===== src/hw/rtl/mir_pkg.sv =====
// Package for the median IR distance converter.
// Holds sizes, calibration curve tables and shared types. No dependencies.
package mir_pkg;

  localparam int unsigned SampleCount = 25;
  localparam int unsigned AddrW       = $clog2(SampleCount);
  localparam int unsigned IdxW        = $clog2(SampleCount + 1);
  localparam int unsigned MedRank     = SampleCount / 2;
  localparam int unsigned SampleW     = 10;
  localparam int unsigned ModelW      = 3;
  localparam int unsigned DistW       = 23;
  localparam int unsigned DivW        = 22;
  localparam int unsigned OffW        = 13;
  localparam int unsigned BitW        = $clog2(SampleW);
  localparam int unsigned StepW       = $clog2(DivW);

  localparam logic [DistW-1:0]  DistMax    = 23'h3FFFFF;
  localparam logic [ModelW-1:0] ModelReset = 3'd1;
  localparam logic [ModelW-1:0] ModelFixed = 3'd1;

  typedef logic [SampleW-1:0] sample_t;
  typedef logic [ModelW-1:0]  model_t;
  typedef logic [DistW-1:0]   dist_t;

  typedef struct packed {
    logic             en;
    logic [AddrW-1:0] addr;
  } rd_req_t;

  typedef enum logic [1:0] {
    BkIdle,
    BkScan,
    BkDiv,
    BkDone
  } back_state_e;

  function automatic logic model_known(model_t m);
    return m inside {[3'd1:3'd6]};
  endfunction

  function automatic logic [DivW-1:0] curve_k(model_t m);
    logic [DivW-1:0] k;
    case (m)
      3'd1:    k = 22'd5732;
      3'd2:    k = 22'd1463667;
      3'd3:    k = 22'd1393236;
      3'd4:    k = 22'd1452103;
      3'd5:    k = 22'd1490931;
      3'd6:    k = 22'd3870139;
      default: k = '0;
    endcase
    return k;
  endfunction

  function automatic logic [OffW-1:0] curve_off(model_t m);
    logic [OffW-1:0] o;
    case (m)
      3'd1:    o = 13'd959;
      3'd2:    o = 13'd1814;
      3'd3:    o = 13'd1789;
      3'd4:    o = 13'd886;
      3'd5:    o = 13'd1027;
      3'd6:    o = 13'd6171;
      default: o = '0;
    endcase
    return o;
  endfunction

endpackage


===== src/hw/rtl/mir_front.sv =====
// Front end: model register, sample capture into the batch memory, batch counting.
// Depends on mir_pkg.
module mir_front (
  input  logic             clk_i,
  input  logic             rst_ni,
  input  logic             cfg_we_i,
  input  mir_pkg::model_t  cfg_wdata_i,
  input  logic             in_valid_i,
  input  mir_pkg::sample_t adc_sample_i,
  output logic             in_stall_o,
  input  logic             hold_i,
  output logic             push_o,
  output mir_pkg::model_t  model_o,
  input  mir_pkg::rd_req_t rd_i,
  output mir_pkg::sample_t rd_data_o
);
  import mir_pkg::*;

  model_t           model_q;
  logic [AddrW-1:0] cnt_q, cnt_d;
  sample_t          mem_q [SampleCount];
  sample_t          rd_data_q;
  logic             acc;
  logic             last;

  assign in_stall_o = hold_i;
  assign acc        = in_valid_i & ~hold_i;
  assign last       = (cnt_q == AddrW'(SampleCount - 1));
  assign push_o     = acc & last;
  assign model_o    = model_q;
  assign rd_data_o  = rd_data_q;

  always_comb begin
    cnt_d = cnt_q;
    if (acc) begin
      cnt_d = last ? '0 : cnt_q + 1'b1;
    end
  end

  always_ff @(posedge clk_i or negedge rst_ni) begin
    if (!rst_ni) begin
      model_q <= ModelReset;
      cnt_q   <= '0;
    end else begin
      if (cfg_we_i) model_q <= cfg_wdata_i;
      cnt_q <= cnt_d;
    end
  end

  always_ff @(posedge clk_i) begin
    if (acc) mem_q[cnt_q] <= adc_sample_i;
    if (rd_i.en) rd_data_q <= mem_q[rd_i.addr];
  end

endmodule


===== src/hw/rtl/mir_queue.sv =====
// Two-entry queue of batch tokens (model per batch) between front and back.
// Depends on mir_pkg.
module mir_queue (
  input  logic            clk_i,
  input  logic            rst_ni,
  input  logic            push_i,
  input  mir_pkg::model_t push_data_i,
  input  logic            pop_i,
  output mir_pkg::model_t pop_data_o,
  output logic            empty_o
);
  import mir_pkg::*;

  model_t     ent_q [2];
  logic       wp_q, rp_q;
  logic [1:0] cnt_q;
  logic       do_push, do_pop;

  assign empty_o    = (cnt_q == 2'd0);
  assign do_push    = push_i & (cnt_q != 2'd2);
  assign do_pop     = pop_i & ~empty_o;
  assign pop_data_o = ent_q[rp_q];

  always_ff @(posedge clk_i or negedge rst_ni) begin
    if (!rst_ni) begin
      wp_q  <= 1'b0;
      rp_q  <= 1'b0;
      cnt_q <= '0;
    end else begin
      if (do_push) wp_q <= ~wp_q;
      if (do_pop) rp_q <= ~rp_q;
      cnt_q <= cnt_q + {1'b0, do_push} - {1'b0, do_pop};
    end
  end

  always_ff @(posedge clk_i) begin
    if (do_push) ent_q[wp_q] <= push_data_i;
  end

endmodule


===== src/hw/rtl/mir_back.sv =====
// Back end: bitwise median search over the batch memory, serial divider, result register.
// Depends on mir_pkg.
module mir_back (
  input  logic             clk_i,
  input  logic             rst_ni,
  input  logic             q_empty_i,
  input  mir_pkg::model_t  q_model_i,
  output logic             q_pop_o,
  output logic             busy_o,
  output mir_pkg::rd_req_t rd_o,
  input  mir_pkg::sample_t rd_data_i,
  output logic             out_valid_o,
  input  logic             out_stall_i,
  output mir_pkg::dist_t   distance_q8_o,
  output logic             zero_median_o,
  output logic             unknown_model_o
);
  import mir_pkg::*;

  back_state_e       state_q, state_d;
  model_t            model_q, model_d;
  logic [BitW-1:0]   bit_q, bit_d;
  logic [IdxW-1:0]   idx_q, idx_d;
  logic [IdxW-1:0]   cnt_q, cnt_d;
  sample_t           ans_q, ans_d;
  logic [StepW-1:0]  step_q, step_d;
  logic [DivW-1:0]   quo_q, quo_d;
  sample_t           rem_q, rem_d;
  logic              ovld_q, ovld_d;
  dist_t             dist_q, dist_d;
  logic              zf_q, zf_d, uf_q, uf_d;

  sample_t           cand;
  logic [IdxW-1:0]   cnt_sum;
  logic [SampleW:0]  rem_sh;
  logic              ge;
  logic [DivW-1:0]   scaled;
  logic              unk, zero, load;

  assign cand    = ans_q | (sample_t'(1) << bit_q);
  assign cnt_sum = cnt_q + IdxW'((idx_q != '0) && (rd_data_i < cand));
  assign rem_sh  = {rem_q, quo_q[DivW-1]};
  assign ge      = rem_sh >= {1'b0, ans_q};
  assign scaled  = (model_q == ModelFixed) ? {quo_q[DivW-9:0], 8'h00} : quo_q;
  assign unk     = ~model_known(model_q);
  assign zero    = (ans_q == '0);

  assign busy_o          = (state_q != BkIdle);
  assign q_pop_o         = (state_q == BkIdle) & ~q_empty_i;
  assign rd_o.en         = (state_q == BkScan) & (idx_q < IdxW'(SampleCount));
  assign rd_o.addr       = idx_q[AddrW-1:0];
  assign out_valid_o     = ovld_q;
  assign distance_q8_o   = dist_q;
  assign zero_median_o   = zf_q;
  assign unknown_model_o = uf_q;

  always_comb begin
    state_d = state_q;
    model_d = model_q;
    bit_d   = bit_q;
    idx_d   = idx_q;
    cnt_d   = cnt_q;
    ans_d   = ans_q;
    step_d  = step_q;
    quo_d   = quo_q;
    rem_d   = rem_q;
    dist_d  = dist_q;
    zf_d    = zf_q;
    uf_d    = uf_q;
    load    = 1'b0;
    case (state_q)
      BkIdle: begin
        if (!q_empty_i) begin
          model_d = q_model_i;
          bit_d   = BitW'(SampleW - 1);
          idx_d   = '0;
          cnt_d   = '0;
          ans_d   = '0;
          state_d = BkScan;
        end
      end
      BkScan: begin
        if (idx_q == IdxW'(SampleCount)) begin
          if (cnt_sum <= IdxW'(MedRank)) ans_d = cand;
          idx_d = '0;
          cnt_d = '0;
          if (bit_q == '0) begin
            step_d  = '0;
            quo_d   = curve_k(model_q);
            rem_d   = '0;
            state_d = BkDiv;
          end else begin
            bit_d = bit_q - 1'b1;
          end
        end else begin
          idx_d = idx_q + 1'b1;
          cnt_d = cnt_sum;
        end
      end
      BkDiv: begin
        if (unk || zero) begin
          state_d = BkDone;
        end else begin
          quo_d  = {quo_q[DivW-2:0], ge};
          rem_d  = ge ? SampleW'(rem_sh - {1'b0, ans_q}) : rem_sh[SampleW-1:0];
          step_d = step_q + 1'b1;
          if (step_q == StepW'(DivW - 1)) state_d = BkDone;
        end
      end
      BkDone: begin
        if (!ovld_q || !out_stall_i) begin
          load    = 1'b1;
          uf_d    = unk;
          zf_d    = ~unk & zero;
          if (unk)       dist_d = '0;
          else if (zero) dist_d = DistMax;
          else           dist_d = {1'b0, scaled} - DistW'(curve_off(model_q));
          state_d = BkIdle;
        end
      end
      default: state_d = BkIdle;
    endcase
    ovld_d = load ? 1'b1 : (ovld_q & out_stall_i);
  end

  always_ff @(posedge clk_i or negedge rst_ni) begin
    if (!rst_ni) begin
      state_q <= BkIdle;
      ovld_q  <= 1'b0;
      bit_q   <= '0;
      idx_q   <= '0;
      cnt_q   <= '0;
      step_q  <= '0;
    end else begin
      state_q <= state_d;
      ovld_q  <= ovld_d;
      bit_q   <= bit_d;
      idx_q   <= idx_d;
      cnt_q   <= cnt_d;
      step_q  <= step_d;
    end
  end

  always_ff @(posedge clk_i) begin
    model_q <= model_d;
    ans_q   <= ans_d;
    quo_q   <= quo_d;
    rem_q   <= rem_d;
    dist_q  <= dist_d;
    zf_q    <= zf_d;
    uf_q    <= uf_d;
  end

endmodule


===== src/hw/rtl/median_ir_distance_converter.sv =====
// Samples are taken one beat per cycle while the input is not stalled. The 25th sample of a batch
// closes it; the input then stalls while the back end finds the median in ten passes over the
// sample memory (one read port) and runs a bit-serial divide. A zero median or an unknown model
// skips the divide. The stall runs on while the previous result still waits in the output
// register when the new one is ready. A result waiting in the output register does not stop the
// next batch from being gathered.
// Top level; depends on mir_pkg, mir_front, mir_queue, mir_back.
module median_ir_distance_converter (
  input  logic             clk_i,
  input  logic             rst_ni,
  input  logic             cfg_we_i,
  input  mir_pkg::model_t  cfg_wdata_i,
  input  logic             in_valid_i,
  output logic             in_stall_o,
  input  mir_pkg::sample_t adc_sample_i,
  output logic             out_valid_o,
  input  logic             out_stall_i,
  output mir_pkg::dist_t   distance_q8_o,
  output logic             zero_median_o,
  output logic             unknown_model_o
);
  import mir_pkg::*;

  logic    push, pop, q_empty, busy;
  model_t  f_model, q_model;
  rd_req_t rd;
  sample_t rd_data;

  mir_front u_front (
    .clk_i, .rst_ni, .cfg_we_i, .cfg_wdata_i, .in_valid_i, .adc_sample_i,
    .in_stall_o,
    .hold_i    (busy | ~q_empty),
    .push_o    (push),
    .model_o   (f_model),
    .rd_i      (rd),
    .rd_data_o (rd_data)
  );

  mir_queue u_queue (
    .clk_i, .rst_ni,
    .push_i      (push),
    .push_data_i (f_model),
    .pop_i       (pop),
    .pop_data_o  (q_model),
    .empty_o     (q_empty)
  );

  mir_back u_back (
    .clk_i, .rst_ni,
    .q_empty_i (q_empty),
    .q_model_i (q_model),
    .q_pop_o   (pop),
    .busy_o    (busy),
    .rd_o      (rd),
    .rd_data_i (rd_data),
    .out_valid_o, .out_stall_i, .distance_q8_o, .zero_median_o, .unknown_model_o
  );

endmodule


===== config.mk =====
export PLATFORM = sky130hd
export DESIGN_NAME = median_ir_distance_converter
export DESIGN_NICKNAME = d
export VERILOG_FILES = /design/src/hw/rtl/mir_pkg.sv /design/src/hw/rtl/mir_front.sv /design/src/hw/rtl/mir_queue.sv /design/src/hw/rtl/mir_back.sv /design/src/hw/rtl/median_ir_distance_converter.sv
export SDC_FILE = /design/constraint.sdc
export NUM_CORES = 1
export LEC_CHECK = 0
export BUFFER_PORTS_ARGS = -buffer_cell sky130_fd_sc_hd__buf_2
export CAP_MARGIN = 20
export CORE_MARGIN = 2
export CORE_UTILIZATION = 50
export DETAILED_ROUTE_END_ITERATION = 8
export GPL_ROUTABILITY_DRIVEN = 0
export GPL_TIMING_DRIVEN = 0
export PLACE_DENSITY = 0.62
export SLEW_MARGIN = 25
export SYNTH_ARGS = -nofsm -noshare
export SYNTH_HDL_FRONTEND = slang
export SYNTH_SLANG_ARGS = --single-unit

===== constraint.sdc =====
create_clock -name clk_i -period 5.6 [get_ports clk_i]
set_input_delay 0.28 -clock clk_i [delete_from_list [all_inputs] [get_ports clk_i]]
set_output_delay 0.28 -clock clk_i [all_outputs]
set_load 0.02 [all_outputs]

* After elaboration in Yosys (flattened, before gate mapping)
Memories as Yosys holds them, arrays and structs flattened. A register that Yosys moved wholly into a read port is not among the register bits.
Cells that the tools add are included.
W data, S select, Z words.
** Storage, ports and cells
- Output and inout port bits :: 27
- Memories kept :: 2
- Register bits :: 101
- Word-level logic and storage cells :: 143
- Input bits :: 18
- Memory bits (writable) :: 256
** Operators by class
- Multiplexer cells :: 49
- Magnitude comparators :: 6
- Bitwise logic cells :: 15
- Reduce and logical (&&, ||, !) cells :: 22
- Equal/unequal tests :: 21
- Add/subtract/negate cells :: 9
- Shift-type cells :: 1
** Memory list
- u_front.mem_q :: depth 25, width 10, rd ports 1, clocked after memory_dff 1, write ports 1, line mir_front.sv:21 : sample_t mem_q [SampleCount];
- u_queue.ent_q :: depth 2, width 3, rd ports 1, clocked after memory_dff 1, write ports 1, line mir_queue.sv:14 : model_t ent_q [2];
** Operators by type and width (count)
- $pmux W22 S6 :: 1
- $mux W22 :: 5
- $pmux W13 S6 :: 1
- $mux W10 :: 7
- $mux W13 :: 4
- $pmux W22 S2 :: 1
- $pmux W10 S2 :: 2
- $mux W5 :: 7
- $pmux W5 S2 :: 3
- $sub A22 B13 Y23 :: 1
- $add A5 B1 Y5 const B :: 3
- $eq A5 B5 Y1 const B :: 3
- $ne A2 B2 Y1 const B :: 7
- $mux W2 :: 6
- $mux W4 :: 3
- $reduce_and A4 Y1 :: 3
- $ge A11 B10 Y1 :: 1
- $logic_not A10 Y1 :: 1
- $lt A10 B10 Y1 :: 1
- $or A10 B10 Y10 :: 1
- $shl A1 B4 Y10 const A :: 1
- $sub A10 B10 Y10 :: 1
- $eq A3 B3 Y1 const B :: 3
- $and A1 B1 Y1 :: 8
- other kinds (29) :: 49

* Depth between registers and ports, before layout
Gate-level depths: netlist (run 1).
- Depth in word-level cells :: 9
- Mapped depth :: 17
- Depth with buffers taken out :: 17

* By module
Synthesis (run 1) repeated with hierarchy kept, for this count alone.
** Unflattened totals
- Cells, all modules :: 1313
- Area total of the unflattened synthesis :: 17345.4 um2
** By module, submodules not included
- mir_front :: instances 1, sequential area each 8008.9 um2, cells an instance 601, area each 10630.2 um2
- mir_back :: instances 1, sequential area each 2652.5 um2, cells an instance 684, area each 6287.3 um2
- mir_queue :: instances 1, sequential area each 280.3 um2, cells an instance 27, area each 421.7 um2
- median_ir_distance_converter :: instances 1, sequential area each 0.0 um2, cells an instance 1, area each 6.3 um2

* Least setup slack after synthesis (run 1)
OpenSTA, ideal clock, no wires.
- Path type :: register -> register
- From :: register u_back.idx_q[0]
- To :: register u_back.ans_q[0], enable pin
- Cell stages (with the launch flop) :: 17
- Slack :: 1.657 ns
- Path buffers :: 2
- Data arrival time :: 3.560 ns
- Cell sequence :: dfrtp_1 buf_2 buf_1 inv_1 ha_1 nor3b_1 nor2_1 nand3_1 a311oi_1 ha_1 ha_1 nor2_1 a21oi_1 o21ai_0 nand2_1 a211o_1 a31oi_1
** Between the ends
- Cells in the longest elaborated chain, start to end :: 6
** Ends and longest elaborated chain
- start: declaration :: line mir_back.sv:23 : logic [IdxW-1:0] idx_q, idx_d;
- start signal: assignment :: line mir_back.sv:138 : idx_q <= idx_d;
- $reduce_bool A5 Y1 :: line mir_back.sv:41 : assign cnt_sum = cnt_q + IdxW'((idx_q != '0) && (rd_data_i < cand));
- $logic_and A1 B1 Y1 :: line mir_back.sv:41
- $add A5 B1 Y5 :: line mir_back.sv:41
- $le A5 B4 Y1 :: line mir_back.sv:84 : if (cnt_sum <= IdxW'(MedRank)) ans_d = cand;
- $ne A2 B2 Y1 (no source line)
- $reduce_and A4 Y1 (no source line) *
- end signal: assignment :: line mir_back.sv:146 : ans_q <= ans_d;
- end: declaration :: line mir_back.sv:25 : sample_t ans_q, ans_d;
Every way passes the cells marked *; elsewhere a longest branch is shown, timed or not.
A chain may end at the register's enable or synchronous reset.

* Final worst setup path (run 1)
- From :: register u_back.idx_q[1]
- To :: register u_back.ans_q[4], enable pin
Same word-level chain as after synthesis.

==> results of run 1 <==
==> worst max-delay path: cells and delay by family (launching register included) <==
family | cells | cell delay [ns]
AO/OA/AOI/OAI | 5 | 1.33
adder cells (fa/ha/maj) | 3 | 0.74
flip-flops | 1 | 0.41
buffers and inverters | 3 | 1.26
AND/OR/NAND/NOR | 5 | 0.57
==> how the worst max path moves through the flow <==
stage                           startpoint                            end  cells after the start
6_report       u_back.idx_q[1]$_DFFE_PN0P_  u_back.ans_q[4]$_SDFFCE_PN0P_                     16
2_1_floorplan  u_back.idx_q[0]$_DFFE_PN0P_  u_back.ans_q[0]$_SDFFCE_PN0P_                     16
5_1_grt        u_back.idx_q[1]$_DFFE_PN0P_  u_back.ans_q[4]$_SDFFCE_PN0P_                     16
4_1_cts        u_back.idx_q[1]$_DFFE_PN0P_  u_back.ans_q[3]$_SDFFCE_PN0P_                     16
3_5_place_dp   u_back.idx_q[1]$_DFFE_PN0P_  u_back.ans_q[8]$_SDFFCE_PN0P_                     16
3_3_place_gp   u_back.idx_q[1]$_DFFE_PN0P_  u_back.ans_q[8]$_SDFFCE_PN0P_                     16
==> timing repair <==
item,CTS,global route
hold endpoints to repair,37,0
setup endpoints to repair,0,0
hold buffers,5,0
==> power groups by stage <==
stage / Sequential (mW) / Combinational (mW) / Clock (mW)
6_report: 3.96 / 4.45 / 2.74
5_1_grt: 4.01 / 4.97 / 2.90
4_1_cts: 3.97 / 4.46 / 2.78
3_5_place_dp: 4.02 / 4.44 / 0
3_3_place_gp: 4.02 / 4.36 / 0
2_1_floorplan: 4.02 / 3.20 / 0
==> registers in the layout, summed over array words and instances (netlist names), 2 cells and up <==
register / flops
u_front.mem_q: 250
u_back.distance_q8_o: 23
u_back.quo_q: 22
u_back.ans_q: 10
u_back.rem_q: 10
u_front.rd_data_o: 10
u_queue.ent_q: 6
u_back.cnt_q: 5
u_back.idx_q: 5
u_back.step_q: 5
u_front.cnt_q: 5
u_back.bit_q: 4
u_back.model_q: 3
u_front.model_o: 3
u_back.state_q: 2
u_queue.cnt_q: 2
==> cells in the mapped netlist, drive strengths merged, types with 5 or more instances <==
cell    count
a21o        6
a21oi      51
a31oi      16
and2       10
and3        5
buf        15
clkbuf     39
dfrtp      33
edfxtp    336
ha         58
inv        44
mux2       12
mux2i      47
mux4       60
nand2     107
nand2b      8
nand3      15
nand4       8
nor2       73
nor2b      22
nor3       21
nor4        8
o211a       5
o21a        9
o21ai      73
o221ai      9
or4         6
xnor2      15
xor2       14
==> cells by family after synthesis <==
| kind of cell | after synthesis | share of synthesized area |
|---|---|---|
| flops | 370 | 0.639 |
| simple gates | 307 | 0.0873 |
| compound gates | 207 | 0.0757 |
| mux | 119 | 0.115 |
| buf+inv | 98 | 0.0230 |
| fa+ha+maj | 60 | 0.0447 |
| xor+xnor | 29 | 0.0148 |
==> cell type report <==
| class | count | share of cell area |
|---|---|---|
| multi-input cells | 722 | 0.300 |
| well taps | 448 | 0.0289 |
| clock inverters | 22 | 0.0125 |
| inverters | 44 | 0.00851 |
| repair buffers | 51 | 0.0157 |
| flip-flops and latches | 370 | 0.564 |
| clock buffers | 54 | 0.0591 |
| plain buffers | 54 | 0.0117 |
==> per-stage QoR <==
stage | total power [mW] | util | setup WS [ns]
2_1_floorplan | 7.22 | - | 1.66
3_3_place_gp | 8.38 | 0.532 | 0.552
3_5_place_dp | 8.45 | 0.534 | 0.590
4_1_cts | 11.2 | 0.577 | 0.578
5_1_grt | 11.9 | 0.577 | 0.660
6_report | 11.1 | 0.577 | 0.894
==> per-layer routing <==
| metal | GRT usage | vias up |
|---|---|---|
| li1 | - | 4759 |
| met5 | 0 | - |
| met3 | 0.0376 | 65 |
| met4 | 0.0742 | 0 |
| met2 | 0.356 | 289 |
| met1 | 0.292 | 5099 |
==> results.txt, run 1 <==
- For this run, the total global-route usage over all layers was measured as 0.216.
- Final #Nets: 1362
- DRC violations left: 0
* Hold Crit Endpoint: u_front.model_o[1]$_DFFE_PN0P_
* Longest individual stage delay on the worst path: between 0.5 and 0.6 ns
- CTS Root Buffer Type: clkbuf_16
- Summed over all nets, the half-perimeter wirelength after detailed placement is 25300 um.
* Relative max-transition margin: 0.323
- Of the total power, the clock network draws 0.245.
- Sequential element share of the synthesized area: 0.639
* Final setup violation count: 0
- Global-route wire length before repair: 58500 um
- ANT cells: 0
- Initial core utilization: 0.509
- Leaving out fill and tap cells, the most frequent cell in the layout is edfxtp_1.
- Start point of the worst hold path: cfg_we_i
* Count of pins on the block boundary: 45
- The signal on the critical path passes through clkbuf_1, clkbuf_1, inv_1, ha_1, nor3b_1, nor2_1, nand3_1, a311oi_1, ha_1, ha_1, nor2_1, a21oi_1, o21ai_0, nand2_1, a211o_1, a31oi_2.
- The longest clock path from root to sink contains 3 buffers.
- Setup repair after global routing missed its margin: false
* Area share of the largest cell type after synthesis: 0.590
- Of the total power, combinational logic draws 0.399.
* Seq cells post-synth: 370
- Cell internal power was estimated by the tool at about 7.1 mW.
* Detail Route met2 WL: 18300 um
- Post-synth design cell area: approximately 0.017 mm^2
- Cell type of the slowest stage on the worst timing path: clkbuf_1
* Classification of the worst setup path: reg2reg
- After detailed routing, no signal wire sits above met4.
* Total number of placement rows: 67
* Switching pwr: around 4.1 mW
* Tcrit/Tclk final: 0.840
- Once detail routing completed, the nets flagged for antenna violations numbered 0.
- Of the cells placed in the final design, the portion with a size suffix greater than 1 is 0.165.
* Slew at the pin closest to its max-slew limit: 1.01 ns
- In the final layout, the multi-input gates occupy between 0.005 and 0.006 mm^2.
- Counting flops with an async set or reset pin after synthesis yields a share of 0.0919.
- For this block, the routed nets add up to 37500 um of wire.
- TritonCTS built the clock tree.
- Area contributors post-synth: edfxtp_1, mux4_2, dfrtp_1
- After detailed placement, the total cell area comes to 0.0179 mm^2.
* Endpoint of the worst-slack reg-to-reg timing path: u_back.ans_q[4]$_SDFFCE_PN0P_
* Number of design-rule violations left by the first detailed-router iteration: 744
* Most common cell type on the critical path: ha_1
* Kind of start point of the critical path: register
* Leakage: 6.80 nW
- Dominant synthesized flop cell: edfxtp_1
- The layout has 2647 filler cells.
- Subtracting the final worst setup slack from the clock period gives approximately 4.7 ns.
* Largest net degree at the start of global routing: 35
* Width of the chip: 189 um
- Die Footprint: 0.0357 mm^2
* Htree depth: 2
* Most frequent cells in the layout: edfxtp_1, nand2_1, o21ai_0
- Reg2reg start: u_back.idx_q[1]$_DFFE_PN0P_
- STA classifies the critical path endpoint as a register.
- Measured in cells, the most critical reg-to-reg path has a length of 16.
- The clock reaches the later pin of the worst-skew pair after 0.56 ns.
- Synth Area per Inst: 14.4 um^2
* Maximum operating frequency: between 200 and 250 MHz
- Relative to the synthesized area, the layout overhead comes to 13.4%.
- Die Height: 189 um
- Worst Path Max Fanout: 10
- edfxtp_1 takes more of the synthesized area than any other cell.
- Grt ovf: 0
* CTS Sinks: 370
- Routed length on met1: 16000 um
* PD cells: around 570 mW/mm^2
- Class of the tightest hold or removal check: in2reg
- WL/cell: 21.2 um
- Along the worst hold path, the cell count comes to 2.
- Yosys mapped a number of flops with a built-in enable equal to 336.
* Maximum clock skew at final layout: 0.0186 ns
* TritonCTS Buffers: 41
* Max-cap violations: 0
* Count of distinct cell types in the synthesized netlist: 67
- In the final timing run, aggregate negative setup slack is 0 ns.
- Data on the critical path is required at its endpoint by 5.77 ns.
- Of the total power, the share spent switching nets is 0.366.
* Final instance area: between 0.015 and 0.02 mm^2
* Cell count after synthesis: ~1.2k
* Core ar.: ~0.034 mm^2
* Post-Syn Nets: 1268
* Critical path arrival: 4.88 ns
* Worst voltage drop across the vdd grid: 0.000351 V
* Port-buffer cells: 44
* R2r setup slk: a little under 0.9 ns
- DR vias/cell: 5.79
- Count of synthesis-stage warnings from yosys: 0
- Final cell count without fillers: 1765
- Of the total power, registers draw 0.356.
- Buffer count from post-CTS setup fixing: 0
- The flow ran to the end, and the final reports show no timing, DRC or antenna violations.
* Max-slew violations: 0
- Worst Hold Margin: 0.0148 ns
- Number of iterations in the first detailed-routing pass: 6
- After detailed routing, the met3 layer carries between 2000 and 2500 um of wire.
- After clock tree synthesis, the clock-pin slew on the worst setup and hold paths is 0.06 ns.
- Number of cells in the design after placement: between 1.5k and 2k
- For this block, the via count after detailed routing is 10.2k.
- Initial antenna violation count: 0
- Across the whole layout, storage elements account for between 0.01 and 0.015 mm^2.
- The via count of the first global-routing pass was 10.1k.
- Post-cts gate resize count: 0
- The number of hold-slack violations in the final timing report is 0.
(Power assumes the default switching activity.)
==> inputs of run 2 (changes only) <==
- PLACE_DENSITY: 0.62 -> 0.65
- clock period: 5.6 -> 4.04 ns (I/O delays scaled with it)
==> results.txt, run 2 (synthesis gave the netlist of run 1 again) <==
* Total half-perimeter wirelength after legalization and detailed placement: 25000 um (-1.3%)
- The total I/O pin count is 45 (unchanged).
* Layout filler cell count: 2612 (-1.3%)
* Final routed wirelength across all metal layers: 37000 um (-1.3%)
- CTS Sinks: 370 (unchanged)
- Proportion of layout cells with a drive suffix above 1: 0.168 (+0.00367)
- The number of detailed-routing iterations run before antenna repair came to 5 (-1).
- Total vias in the final route: 10.2k (+0.25%)
- The mean routed wirelength per cell was 20.9 um (-1.3%).
- The count of routing violations after the opening detailed-route iteration came to 779 (+4.7%).
* Req. time, crit path: 4.28 ns (-1.49 ns)
- Final setup violation count: 0 (unchanged)
- The cell-internal power was 9.87 mW (+40%).
* Final instance area: 0.0195 mm^2 (+0.46%)
- The time the worst path needs with I/O delays and setup is 3.84 ns (-0.863 ns).
- The number of H-tree levels was 2 (unchanged).
- The remaining number of nets flagged by the antenna check after routing was 0 (unchanged).
- Worst voltage drop across the vdd grid: 0.000433 V (+23%)
* Kind of start point of the critical path: register
- The count of placed standard cells in the final layout, fillers left out is 1766 (+0.057%).
- The total power after layout is 15.6 mW (+40%).
- The run finished with clean final reports.
- Initial antenna violation count: 0 (unchanged)
- Depth of the worst hold-timing path: 1 (-1)
* Relative max-transition margin: 0.290 (-0.0328)
* Buffers & Inverters on Critical Path: 2 (-1)
* Synth-to-layout area growth: 13.9%
* Seq pwr share: 0.354 (-0.002)
- The count of cells along the worst register-to-register path was 17 (+1).
* Classification of the worst setup path: reg2reg
- PD cells: 799 mW/mm^2 (+39%)
* Comb power frac: 0.407 (+0.008)
- Worst Path Max Fanout: 10 (unchanged)
- ANT cells: 0 (unchanged)
- Cell type of the slowest stage on the worst timing path: dfrtp_1
- Total number of placement rows: 67 (unchanged)
- The total area of multi-input combinational cells is 0.00588 mm^2 (+0.99%).
- The placed instance count is 1683 (-0.059%).
- The total global routing track utilization came to 0.212 (-0.00364).
- The static leakage power was 6.82 nW (+0.32%).
* Maximum operating frequency: 260 MHz (+22%)
- The die area was 0.0357 mm^2 (unchanged).
* Class of the tightest hold or removal check: in2reg
- Logic depth of the worst setup path including buffers: 17 (+1)
- Critical path arrival: 4.09 ns (-0.79 ns)
- TritonCTS Buffers: 40 (-2.4%)
- Detail Route met2 WL: 18100 um (-0.97%)
- Commonest non-fill, non-tap cell in the layout: edfxtp_1
- The wire length of the first global-routing pass is 57800 um (-1.2%).
* Routed length on met1: 15700 um (-1.7%)
- CTS Root Buffer Type: clkbuf_16
- Grouping stages by cell kind, the critical path spends the most delay in compound AO/OA/AOI/OAI gates.
- Flip-flop count of the largest register, all copies and words added: 250 (unchanged)
- Critical Path Sink Type: register
* Grt ovf: 0 (unchanged)
* Switching pwr: 5.70 mW (+40%)
- The register with the most flip-flops in the final layout is u_front.mem_q.
* Most common cell type on the critical path: ha_1
- Fraction of power consumed by the clock network: 0.239 (-0.006)
* Die Height: 189 um (unchanged)
* Slew at the pin closest to its max-slew limit: 1.06 ns (+0.0490 ns)
* Width of the chip: 189 um (unchanged)
* Port-buffer cells: 44 (unchanged)
* Switch share: 0.366 (about the same)
- Final #Nets: 1364 (+0.15%)
- Top layer in use: met4
- Max-slew violations: 0 (unchanged)
- Core ar.: 0.0336 mm^2 (unchanged)
- The number of vias per cell is 5.80 (+0.20%).
- The routed length on met3 was 2000 um (-2.8%).
* Skew-Pair Late Insertion Delay: 0.55 ns (about the same)
* Cell Chain, Critical Path: inv_1, ha_1, a31oi_4, ha_1, and4_1, nand2_1, nand3_1, a311oi_2, ha_2, ha_1, nor2_1, a21oi_1, o21ai_1, nand2_1, a211o_1, a31oi_4, buf_12
* Storage cell area: 0.0109 mm^2 (about the same)
- The worst-case clock buffer depth is 3 (unchanged).
- The clock-pin slew on the worst setup and hold paths was 0.06 ns (about the same).
- Largest net degree at the start of global routing: 35 (unchanged)
- Maximum clock skew at final layout: 0.0255 ns (+0.00688 ns)
* Tcrit/Tclk final: 0.951 (+0.111)
- TritonCTS built the clock tree.
- DRC violations left: 0 (unchanged)
* Placement-stage cell area: 0.0179 mm^2 (about the same)
- Longest individual stage delay on the worst path: 0.42 ns (-0.17 ns)
- Initial core utilization: 0.509 (unchanged)
- The via count of the first global-routing pass came to 10.2k (+0.45%).
- Number of endpoints with negative hold slack in the final report: 0 (unchanged)
- Most frequent cells in the layout: edfxtp_1, nand2_1, nor2_1
* Max-cap violations: 0 (unchanged)
[run 2: cell count changes in the layout (fill, tap and decap cells not counted), moves of 3 or more]
cell           delta
nor2_1            +6
dlygate4sd3_1     +3
clkinvlp_4        -3
a31oi_2           +3
nor2_2            -6
a31oi_1           -5
dfrtp_2           +3
dfrtp_1           -3
[run 2: path summary, 6_finish.rpt]
kind	start	to	slack (ns)
setup / recovery	u_back.bit_q[1]$_DFFE_PN0P_	u_back.ans_q[3]$_SDFFCE_PN0P_	0.20
hold / removal	adc_sample_i[7]	u_front.mem_q[14][7]$_DFFE_PP_	0.13
setup reg to reg	u_back.bit_q[1]$_DFFE_PN0P_	u_back.ans_q[3]$_SDFFCE_PN0P_	0.20
hold reg to reg	u_front.model_o[1]$_DFFE_PN0P_	u_queue.ent_q[1][1]$_DFFE_PP_	0.48
max in group asynchronous	rst_ni	u_back.bit_q[3]$_DFFE_PN0P_	3.10
min in group asynchronous	rst_ni	u_back.idx_q[1]$_DFFE_PN0P_	0.32
[run 2: layout make-up]
class                   count  share of cell area
well taps                 448              0.0287
multi-input cells         722               0.301
flip-flops and latches    370               0.561
clock inverters            20              0.0130
inverters                  44             0.00847
repair buffers             57              0.0190
plain buffers              51              0.0114
clock buffers              54              0.0567
[run 2: per-stage QoR]
stage	setup TNS [ns]	hold WS (ns)	utilization	worst slack, ns
after global routing	-0.513	0.151	0.580	-0.0524
after CTS	0	0.127	0.577	0.0216
after floorplan	0	-0.0936	-	0.0966
final	0	0.133	0.580	0.197
after detailed placement	-7.36	0.383	0.534	-0.736
after global placement	-10.08	0.384	0.532	-1.01
[run 2: power groups by stage]
stage               logic, mW  registers [mW]  clock network [mW]
floorplan                4.43            5.57                   0
global placement         6.01            5.56                   0
detailed placement       6.17            5.56                   0
CTS                      6.26            5.49                3.79
global route             7.02            5.58                3.94
finish                   6.34            5.51                3.72
[run 2: what timing repair did]
action	in CTS	in global routing
gates cloned	0	0
setup buffers	1	3
endpoints found under the hold margin	37	0
setup endpoints to repair	10	19
pin swaps	1	1
hold buffers	8	0
gates resized for setup	2	20
[run 2: per-layer routing]
| layer | vias to the layer above | GRT usage |
|---|---|---|
| li1 | 4761 | - |
| met1 | 5076 | 0.282 |
| met2 | 329 | 0.357 |
| met3 | 72 | 0.0321 |
| met4 | 0 | 0.0799 |
| met5 | - | 0 |
